--- src/hdl/assert_macros.svh ---
// Assertion macros shared by the parser RTL.
// Uses the enclosing module's clk and arst_n; compiled out when SYNTH is set.
`ifndef ASSERT_MACROS_SVH
`define ASSERT_MACROS_SVH
`ifndef SYNTH
`define BIP_ASSERT(lbl, prop) \
	lbl: assert property (@(posedge clk) disable iff (!arst_n) (prop)) \
		else $error("parser assertion failed");
`define BIP_ASSERT_IMP(lbl, ante, cons) \
	lbl: assert property (@(posedge clk) disable iff (!arst_n) (ante) |-> (cons)) \
		else $error("parser assertion failed");
`else
`define BIP_ASSERT(lbl, prop)
`define BIP_ASSERT_IMP(lbl, ante, cons)
`endif
`endif

--- src/hdl/bip_pkg.sv ---
// Types and constants of the bracketed integer list parser.
// No dependencies; used by the top level, bip_step and bip_result_fifo.
package bip_pkg;

	localparam int unsigned FIFO_DEPTH = 4;
	localparam int unsigned FIFO_AW    = $clog2(FIFO_DEPTH);
	localparam int unsigned FIFO_CW    = $clog2(FIFO_DEPTH + 1);

	typedef enum logic [1:0] {
		PH_SEEK  = 2'd0,
		PH_LIST  = 2'd1,
		PH_NUM   = 2'd2,
		PH_DRAIN = 2'd3
	} phase_t;

	typedef enum logic [2:0] {
		ST_OK           = 3'd0,
		ST_NO_FRAME     = 3'd1,
		ST_BAD_CHAR     = 3'd2,
		ST_NOT_ENOUGH   = 3'd3,
		ST_TOO_MANY     = 3'd4,
		ST_OUT_OF_RANGE = 3'd5,
		ST_NO_CLOSING   = 3'd6
	} status_t;

	typedef struct packed {
		logic [7:0] char_byte;
		logic       end_of_text;
	} in_item_t;

	typedef struct packed {
		logic               is_status;
		logic [2:0]         value_index;
		logic signed [31:0] parsed_value;
		logic [2:0]         parse_status;
		logic               last;
	} out_item_t;

	typedef struct packed {
		phase_t      phase;
		logic [3:0]  value_count;
		logic [31:0] magnitude_acc;
		logic        negative_flag;
		logic        digits_seen;
		logic        overflow_flag;
	} parse_state_t;

	// results of one byte, value result always first
	typedef struct packed {
		logic [1:0] n;
		out_item_t  res0;
		out_item_t  res1;
	} push_t;

	typedef struct packed {
		logic               room;
		logic [FIFO_CW-1:0] count;
	} fifo_stat_t;

endpackage

--- src/hdl/bip_chan_if.sv ---
// Valid/ready channel carrying one payload item per transfer.
// Payload type is set per instance, normally from bip_pkg.
interface bip_chan_if #(parameter type payload_t = logic);
	logic     valid;
	logic     ready;
	payload_t data;

	modport source (output valid, output data, input ready);
	modport sink (input valid, input data, output ready);
endinterface

--- src/hdl/bracketed_int_list_parser.sv ---
// Bracketed integer list parser, top level.
// Input: byte_ch transfers one text byte (char_byte, end_of_text) per cycle while byte_ch.ready is high.
// Output: result_ch transfers one result item per transfer: a parsed value with
//   its list index, or a final status; last marks the final result of a byte.
// The parser skips text up to '[', reads whitespace separated signed decimal
// numbers up to ']', and ends each list with one status. After a status it
// drops bytes until end of text (or a NUL byte), which rearms it.
// Timing: a byte is held in the input register and parsed there; its results
// are registered in the result queue and leave it on result_ch. A new byte is
// taken every cycle while the four entry result queue has room for two more
// results; a byte that yields two results costs the output two transfers.
// Reset: asynchronous, clears the parse state to seeking '[' and empties the
// queue. A stalled receiver fills the queue, then holds the input register
// and drops byte_ch.ready; nothing is lost.
`include "assert_macros.svh"
module bracketed_int_list_parser #(
	parameter int unsigned VALUE_COUNT = 8
) (
	input logic        clk,
	input logic        arst_n,
	bip_chan_if.sink   byte_ch,
	bip_chan_if.source result_ch
);

	bip_pkg::in_item_t     item_s1;
	logic                  valid_s1;
	bip_pkg::parse_state_t state_q;
	bip_pkg::parse_state_t state_nxt;
	bip_pkg::push_t        push_raw;
	bip_pkg::push_t        push;
	bip_pkg::fifo_stat_t   stat;
	logic                  advance;
	logic                  take;

	assign advance       = valid_s1 & stat.room;
	assign byte_ch.ready = !valid_s1 | stat.room;
	assign take          = byte_ch.valid & byte_ch.ready;
	assign push          = advance ? push_raw : '0;

	bip_step #(.VALUE_COUNT(VALUE_COUNT)) u_step (
		.cur  (state_q),
		.item (item_s1),
		.nxt  (state_nxt),
		.push (push_raw)
	);

	bip_result_fifo u_fifo (
		.clk       (clk),
		.arst_n    (arst_n),
		.push      (push),
		.stat      (stat),
		.result_ch (result_ch)
	);

	always_ff @(posedge clk) begin
		if (take) begin
			item_s1 <= byte_ch.data;
		end
	end

	always_ff @(posedge clk or negedge arst_n) begin
		if (!arst_n) begin
			valid_s1 <= 1'b0;
			state_q  <= '{phase: bip_pkg::PH_SEEK, value_count: 4'd0, magnitude_acc: 32'd0,
				negative_flag: 1'b0, digits_seen: 1'b0, overflow_flag: 1'b0};
		end else begin
			if (take) begin
				valid_s1 <= 1'b1;
			end else if (advance) begin
				valid_s1 <= 1'b0;
			end
			if (advance) begin
				state_q <= state_nxt;
			end
		end
	end

	`BIP_ASSERT(a_fifo_bound, stat.count <= 3'(bip_pkg::FIFO_DEPTH))
	`BIP_ASSERT_IMP(a_pair_order, push.n == 2'd2,
		!push.res0.is_status && push.res1.is_status && !push.res0.last)
	`BIP_ASSERT_IMP(a_drain_silent,
		advance && state_q.phase == bip_pkg::PH_DRAIN && !item_s1.end_of_text &&
		item_s1.char_byte != 8'h00, push.n == 2'd0)
	`BIP_ASSERT_IMP(a_hold_on_full, valid_s1 && !stat.room, ##1 valid_s1 && $stable(item_s1))

endmodule

--- src/hdl/bip_step.sv ---
// Per-byte parse step: next state and up to two results from one byte.
// Depends on bip_pkg.
module bip_step #(
	parameter int unsigned VALUE_COUNT = 8
) (
	input  bip_pkg::parse_state_t cur,
	input  bip_pkg::in_item_t     item,
	output bip_pkg::parse_state_t nxt,
	output bip_pkg::push_t        push
);

	function automatic logic is_ws(input logic [7:0] c);
		return (c == 8'h20) || (c >= 8'h09 && c <= 8'h0D);
	endfunction

	function automatic logic is_digit(input logic [7:0] c);
		return (c >= 8'h30) && (c <= 8'h39);
	endfunction

	logic [7:0]       c;
	logic             eot;
	logic [3:0]       digit;
	logic [35:0]      mag10;
	logic [35:0]      limit;
	logic             do_end;
	logic [7:0]       end_c;
	logic             end_eot;
	logic             val_v;
	logic             st_v;
	bip_pkg::status_t st_code;
	logic [31:0]      val;
	logic [2:0]       val_idx;

	assign c     = item.char_byte;
	assign eot   = item.end_of_text | (c == 8'h00);
	assign digit = c[3:0];
	assign mag10 = {1'b0, cur.magnitude_acc, 3'b000} + {3'b000, cur.magnitude_acc, 1'b0}
		+ {32'd0, digit};
	assign limit = cur.negative_flag ? 36'h080000000 : 36'h07FFFFFFF;

	always_comb begin
		nxt     = cur;
		do_end  = 1'b0;
		end_c   = 8'h00;
		end_eot = 1'b0;
		val_v   = 1'b0;
		val     = '0;
		val_idx = '0;
		st_v    = 1'b0;
		st_code = bip_pkg::ST_OK;

		unique case (cur.phase)
			bip_pkg::PH_SEEK: begin
				if (c == 8'h5B) begin
					nxt.value_count = '0;
					nxt.phase       = bip_pkg::PH_LIST;
					if (eot) begin
						st_v    = 1'b1;
						st_code = bip_pkg::ST_NO_CLOSING;
					end
				end else if (eot) begin
					st_v    = 1'b1;
					st_code = bip_pkg::ST_NO_FRAME;
				end
			end
			bip_pkg::PH_LIST: begin
				priority if (c == 8'h00) begin
					st_v    = 1'b1;
					st_code = bip_pkg::ST_NO_CLOSING;
				end else if (is_ws(c)) begin
					if (eot) begin
						st_v    = 1'b1;
						st_code = bip_pkg::ST_NO_CLOSING;
					end
				end else if (c == 8'h5D) begin
					st_v    = 1'b1;
					st_code = (cur.value_count == 4'(VALUE_COUNT)) ?
						bip_pkg::ST_OK : bip_pkg::ST_NOT_ENOUGH;
				end else if (cur.value_count >= 4'(VALUE_COUNT)) begin
					st_v    = 1'b1;
					st_code = bip_pkg::ST_TOO_MANY;
				end else if (c == 8'h2B || c == 8'h2D || is_digit(c)) begin
					// start a number; a first digit cannot overflow
					nxt.magnitude_acc = is_digit(c) ? {28'd0, digit} : 32'd0;
					nxt.overflow_flag = 1'b0;
					nxt.digits_seen   = is_digit(c);
					nxt.negative_flag = (c == 8'h2D);
					nxt.phase         = bip_pkg::PH_NUM;
					if (eot) begin
						do_end  = 1'b1;
						end_eot = 1'b1;
					end
				end else begin
					st_v    = 1'b1;
					st_code = bip_pkg::ST_BAD_CHAR;
				end
			end
			bip_pkg::PH_NUM: begin
				if (is_digit(c)) begin
					nxt.digits_seen = 1'b1;
					if (!cur.overflow_flag) begin
						if (mag10 > limit) begin
							nxt.overflow_flag = 1'b1;
						end else begin
							nxt.magnitude_acc = mag10[31:0];
						end
					end
					if (eot) begin
						do_end  = 1'b1;
						end_eot = 1'b1;
					end
				end else begin
					do_end  = 1'b1;
					end_c   = c;
					end_eot = eot;
				end
			end
			bip_pkg::PH_DRAIN: begin
			end
			default: begin
			end
		endcase

		if (do_end) begin
			priority if (!nxt.digits_seen) begin
				st_v    = 1'b1;
				st_code = bip_pkg::ST_BAD_CHAR;
			end else if (nxt.overflow_flag) begin
				st_v    = 1'b1;
				st_code = bip_pkg::ST_OUT_OF_RANGE;
			end else begin
				val_v   = 1'b1;
				val_idx = cur.value_count[2:0];
				val     = nxt.negative_flag ? (32'd0 - nxt.magnitude_acc) : nxt.magnitude_acc;
				nxt.value_count = cur.value_count + 4'd1;
				nxt.phase       = bip_pkg::PH_LIST;
				priority if (end_c == 8'h00) begin
					st_v    = 1'b1;
					st_code = bip_pkg::ST_NO_CLOSING;
				end else if (is_ws(end_c)) begin
					if (end_eot) begin
						st_v    = 1'b1;
						st_code = bip_pkg::ST_NO_CLOSING;
					end
				end else if (end_c == 8'h5D) begin
					st_v    = 1'b1;
					st_code = (nxt.value_count == 4'(VALUE_COUNT)) ?
						bip_pkg::ST_OK : bip_pkg::ST_NOT_ENOUGH;
				end else begin
					st_v    = 1'b1;
					st_code = bip_pkg::ST_BAD_CHAR;
				end
			end
		end

		if (eot) begin
			nxt.phase = bip_pkg::PH_SEEK;
		end else if (st_v) begin
			nxt.phase = bip_pkg::PH_DRAIN;
		end
	end

	always_comb begin
		bip_pkg::out_item_t vres;
		bip_pkg::out_item_t sres;
		vres = '{is_status: 1'b0, value_index: val_idx, parsed_value: val,
			parse_status: 3'd0, last: !st_v};
		sres = '{is_status: 1'b1, value_index: 3'd0, parsed_value: 32'sd0,
			parse_status: st_code, last: 1'b1};
		push.n    = {1'b0, val_v} + {1'b0, st_v};
		push.res0 = val_v ? vres : sres;
		push.res1 = sres;
	end

endmodule

--- src/hdl/bip_result_fifo.sv ---
// Small result queue: takes up to two results a cycle, hands out one per transfer.
// Depends on bip_pkg and bip_chan_if.
module bip_result_fifo (
	input  logic                clk,
	input  logic                arst_n,
	input  bip_pkg::push_t      push,
	output bip_pkg::fifo_stat_t stat,
	bip_chan_if.source          result_ch
);

	localparam int unsigned AW = bip_pkg::FIFO_AW;
	localparam int unsigned CW = bip_pkg::FIFO_CW;

	bip_pkg::out_item_t mem [bip_pkg::FIFO_DEPTH];
	logic [AW-1:0]      wr_q;
	logic [AW-1:0]      rd_q;
	logic [CW-1:0]      count_q;
	logic               pop;

	assign pop             = result_ch.valid & result_ch.ready;
	assign result_ch.valid = (count_q != '0);
	assign result_ch.data  = mem[rd_q];
	assign stat.count      = count_q;
	assign stat.room       = (count_q <= CW'(bip_pkg::FIFO_DEPTH - 2));

	always_ff @(posedge clk) begin
		if (push.n != 2'd0) begin
			mem[wr_q] <= push.res0;
		end
		if (push.n == 2'd2) begin
			mem[wr_q + AW'(1)] <= push.res1;
		end
	end

	always_ff @(posedge clk or negedge arst_n) begin
		if (!arst_n) begin
			wr_q    <= '0;
			rd_q    <= '0;
			count_q <= '0;
		end else begin
			wr_q    <= wr_q + AW'(push.n);
			rd_q    <= rd_q + AW'(pop);
			count_q <= count_q + CW'(push.n) - CW'(pop);
		end
	end

endmodule
--- src/flat_wrapper.sv ---
// flat-port wrapper written by rule: the top's interface ports become plain ports
module bracketed_int_list_parser_flat 
#(
	parameter int unsigned VALUE_COUNT = 8
)
  (clk, arst_n, byte_ch_valid, byte_ch_data, byte_ch_ready, result_ch_valid, result_ch_data, result_ch_ready);
  bip_chan_if byte_ch_i ();
  bip_chan_if result_ch_i ();
  input logic clk;
  input logic arst_n;
  input wire logic [$bits(byte_ch_i.valid)-1:0] byte_ch_valid;
  input wire logic [$bits(byte_ch_i.data)-1:0] byte_ch_data;
  output wire logic [$bits(byte_ch_i.ready)-1:0] byte_ch_ready;
  output wire logic [$bits(result_ch_i.valid)-1:0] result_ch_valid;
  output wire logic [$bits(result_ch_i.data)-1:0] result_ch_data;
  input wire logic [$bits(result_ch_i.ready)-1:0] result_ch_ready;
  assign byte_ch_i.valid = byte_ch_valid;
  assign byte_ch_i.data = byte_ch_data;
  assign byte_ch_ready = byte_ch_i.ready;
  assign result_ch_valid = result_ch_i.valid;
  assign result_ch_data = result_ch_i.data;
  assign result_ch_i.ready = result_ch_ready;
  bracketed_int_list_parser #(.VALUE_COUNT(VALUE_COUNT)) u_core (.clk(clk), .arst_n(arst_n), .byte_ch(byte_ch_i), .result_ch(result_ch_i));
endmodule
--- config.mk ---
export PLATFORM = sky130hd
export DESIGN_NAME = bracketed_int_list_parser_flat
export DESIGN_NICKNAME = d
export VERILOG_FILES = /design/src/hdl/bip_pkg.sv /design/src/hdl/bip_chan_if.sv /design/src/hdl/bracketed_int_list_parser.sv /design/src/hdl/bip_step.sv /design/src/hdl/bip_result_fifo.sv /design/src/flat_wrapper.sv
export VERILOG_INCLUDE_DIRS = /design/src /design/src/hdl
export SDC_FILE = /design/constraint.sdc
export NUM_CORES = 1
export LEC_CHECK = 0
export ABC_AREA = 1
export BUFFER_PORTS_ARGS = -buffer_cell sky130_fd_sc_hd__clkbuf_2
export CAP_MARGIN = 20
export CORE_ASPECT_RATIO = 1.25
export CORE_MARGIN = 5
export CORE_UTILIZATION = 35
export DETAILED_ROUTE_END_ITERATION = 10
export GPL_ROUTABILITY_DRIVEN = 0
export SYNTH_ARGS = -nofsm -noshare
export SYNTH_HDL_FRONTEND = slang
export SYNTH_HIERARCHICAL = 1
export SYNTH_SLANG_ARGS = --single-unit
export TNS_END_PERCENT = 100
--- constraint.sdc ---
create_clock -name clk -period 6.05 [get_ports clk]
set_input_delay 0.605 -clock clk [delete_from_list [all_inputs] [get_ports clk]]
set_output_delay 0.605 -clock clk [all_outputs]
set_load 0.005 [all_outputs]
Word-level counts from Yosys, hierarchy flattened:

Memory sizes are Yosys's and may differ from the RTL's.
Index checks and enable logic that the tools add are counted.
W data, S select, Z words.

* $mul: 0
* shift-type cells: 0
* div/mod/pow operators: 0
* order comparisons: 1
* reductions and logical operators: 5
* bitwise operators: 4
* eq/ne operators: 1
* add/subtract/negate cells: 5
* multiplexer cells: 10

Operators by type and width (number)
* $mux W81: 1
* $mux W40: 1
* $reduce_or A40 Y1: 1
* $mux W1: 7
* $reduce_bool A2 Y1: 2
* $add A3 B2 Y3: 1
* $and A1 B1 Y1: 3
* $le A3 B2 Y1 const B: 1
* $reduce_bool A3 Y1: 1
* $sub A3 B1 Y3: 1
* $add A2 B1 Y2: 1
* $add A2 B1 Y2 const B: 1
* $add A2 B2 Y2: 1
* $eq A2 B2 Y1 const B: 1
* $mux W2: 1
* $logic_not A1 Y1: 1
* $or A1 B1 Y1: 1

* latch bits: 0
* register bits: 8
* memories kept: 1
* RAM bits: 160
* memory bits (read-only): 0
* word-level logic and storage cells: 31

Memories
* u_core.u_fifo.mem: words 4, width 40, rd ports 1, clocked after Yosys merged registers in 0, wr ports 1, line bip_result_fifo.sv:14 `bip_pkg::out_item_t mem [bip_pkg::FIFO_DEPTH];`

Longest topological paths before layout:

* depth in word-level cells: 8
* mapped depth: 39
* mapped depth without buffers: 39

Hierarchy:

Netlist, hierarchy kept.

By module, submodules not included
* bip_step: times used 1, cells an instance 1139, area an instance 6163.4 um2, seq. area each 0.0 um2
* bracketed_int_list_parser: times used 1, cells an instance 360, area an instance 2406.1 um2, seq. area each 1081.0 um2
* bip_result_fifo: times used 1, cells an instance 77, area an instance 658.1 um2, seq. area each 295.3 um2

Worst setup path after synthesis:

No wires, ideal clock.

* path kind: reg-to-reg
* from: register, netlist name u_core/state_q[3]
* to: register u_core.u_fifo.count_q[2]
* stages on the path, launching flop included: 34
* path buffers: 1
* data arrival time: 5.469 ns
* library setup time: 0.117 ns
* period minus slack after synthesis: 5.586 ns
* setup slack: 0.464 ns
* path through: dfrtp_1 fa_1 ha_1 or2_1 nand3_1 nand2_2 nand2_1 nand2_2 a21oi_1 o21ai_0 a21oi_1 nand2_1 nand2_1 inv_1 ha_1 nand4_1 nor4_1 nand2_1 nand2_1 nand2_1 nand2_1 nand2_1 inv_1 buf_4 ha_1 inv_1 nor2_1 inv_2 ha_1 fa_1 xnor2_1 inv_1 nand2_1 nand2_1

RTL lines
* end signal, assigned: line bip_result_fifo.sv:43 `count_q <= count_q + CW'(push.n) - CW'(pop);`
* end, declared: line bip_result_fifo.sv:17 `logic [CW-1:0] count_q;`

==> results.yml <==
clock_tree:
  cts_tree: "yes"
  clock-root-buffer: "clkbuf_16"
  htreeDepth: 2
  clkSinkCount: 54
  cts_hold_buf: 0
  worstSkewPairLatency_ps: 310
  clk_path_buf_depth: 2
  cts_buffers: 5
  clk_pin_slew_ps: 90
global_route:
  grt_pass1_vias: 6222
  grt_usage_pct: 15.3
  overflow: 0
  antenna_found_initial: 0
  grt_max_degree: 50
  grt_first_pass_wirelength_um: 29400
sta:
  clock.fmax_mhz: 183
  layout_min_cycle_time_ps: 5460
  setup_viol: 0
  slew-limit-headroom_pct: 36.0
  drv_slew: 0
  final.setup.tns_ps: 0
  worst_pin_slew_ps: 956
  fin_skew_ps: 6.87
  hold_violations: 0
  period_share_pct: 90.2
  rsz0062_at_grt: "no"
yosys:
  yosysWarningCount: 6
  avgSynthCellArea_sq_um: 6.39
  synth_cells: 1103
  netlist_area_sq_mm: 0.00705
job:
  maxCapViolations: 0
cells_and_area:
  fin_cells: 1399
  nNetsFinal: 1241
  multi_input_area_sq_mm: 0.00492
  regArea_sq_mm: 0.00138
  mostFrequentLayoutCell: "nand2_1"
  diodes: 0
  drive_gt1_share_pct: 5.49
  area_delta_synth_final_pct: 7.79
  final_cell_mix: "nand2_1 (342), inv_1 (181), ha_1 (105)"
  nFillCells: 2172
  fin_util_pct: 38.1
floorplanning:
  die_y_um: 169
  io_pins: 8
  core_sq_mm: 0.0200
  initial_core_util_pct: 35.3
  die_w_um: 137
  dieArea_sq_mm: 0.0231
  row_count: 58
setup_path:
  crit_path_end_kind: "register"
  cpMaxStageDelayCell: "dfrtp_1"
  cp_common_cell: "nand2_1"
  crit_fanout: 5
  crit_type: "register to register"
  slowest_delay_ps: 440
  cp-startpoint: "u_core/state_q[3]"
  cp.arrival_ps: 5670
  crit_required_ps: 6260
  start_kind: "register"
  timing.rr.start: "u_core/state_q[3]"
routing:
  ant_nets: 0
  drc_errors: 0
  firstDrtPassIters: 4
  wire_per_inst_um: 12.1
  first_iter_violations: 329
  wirelength_um: 16900
  avgViaCountPerCell: 4.68
  via_count: 6548
min_path:
  hp-class: "primary input to asynchronous set/reset pin"
power_and_ir_drop:
  p_leak_nw: 4.66
  ir_drop_v: 0.000171
  power_density_mw_per_mm2: 415
run_status:
  status: "completed"
placed_design:
  portBuffers: 7
  dp_cells: 1390
  hpwlAfterDp_um: 13100
[power breakdown]
group / internal (W) / total (W) / switching (W)
registers: 0.000509 / 0.000692 / 0.000183
logic: 0.000754 / 0.00214 / 0.00138
clock network: 0.000160 / 0.000324 / 0.000165
total: 0.00142 / 0.00315 / 0.00173
[worst max-delay path: cells and delay by family (launching register included)]
kind	cells	cell delay (ps)
and+or+nand+nor	17	1850
buffers and inverters	5	360
adders and majority gates	6	1980
DFF	1	440
AOI/OAI and AO/OA	3	520
xor gates and xnor gates	1	180
[stage by stage]
step,hold slack [ps],total power (W),setup WS [ps],instance area (sq um)
after CTS,444,0.00318,483,7570
after detailed placement,500,0.00284,503,7410
after global routing,446,0.00354,54.3,7600
after floorplan,309,0.00236,650,7200
after global placement,492,0.00281,501,7410
final,412,0.00315,591,7600
[final timing paths]
check / endpoint / slack, ps / depth (start not counted)
max: u_core/u_fifo/count_q[2] / 590 / 32
min reg2reg: u_core/state_q[39] / 510 / 2
min in group clk: u_core/item_s1[0] / 470 / 1
max in group asynchronous: u_core/state_q[5] / 5190 / 2
min: u_core/state_q[28] / 410 / 2
max reg2reg: u_core/u_fifo/count_q[2] / 590 / 32
[state kept, by name, indices dropped and copies added (netlist names)]
name	count
u_core/u_fifo/mem	4
u_core/u_fifo/wr_q	2
u_core/valid_s1	1
u_core/state_q	41
u_core/u_fifo/count_q	3
u_core/u_fifo/rd_q	2
u_core/item_s1	1
[final cells by class]
cell class | count | share of cell area, %
tap | 270 | 4.44
sequential | 54 | 18.1
multi-input combinational | 864 | 64.7
clock buffer | 5 | 1.65
timing repair buffer | 13 | 1.32
clock inverter | 3 | 0.379
inverter | 190 | 9.38
[what timing repair did]
action / 4_1_cts / 5_1_grt
endpoints found under the setup margin: 0 / 1
buffers inserted: 0 / 0
resized for setup: 0 / 2
[routing by layer]
layer | part of all wire (%) | vias to the layer above | track usage [%]
met5 | 0 | - | 0
met4 | 2.1 | 0 | 4.51
met3 | 1.6 | 21 | 1.58
met2 | 51 | 59 | 27.8
met1 | 45 | 2953 | 18.9
li1 | - | 3515 | -
(Power assumes the default switching activity.)
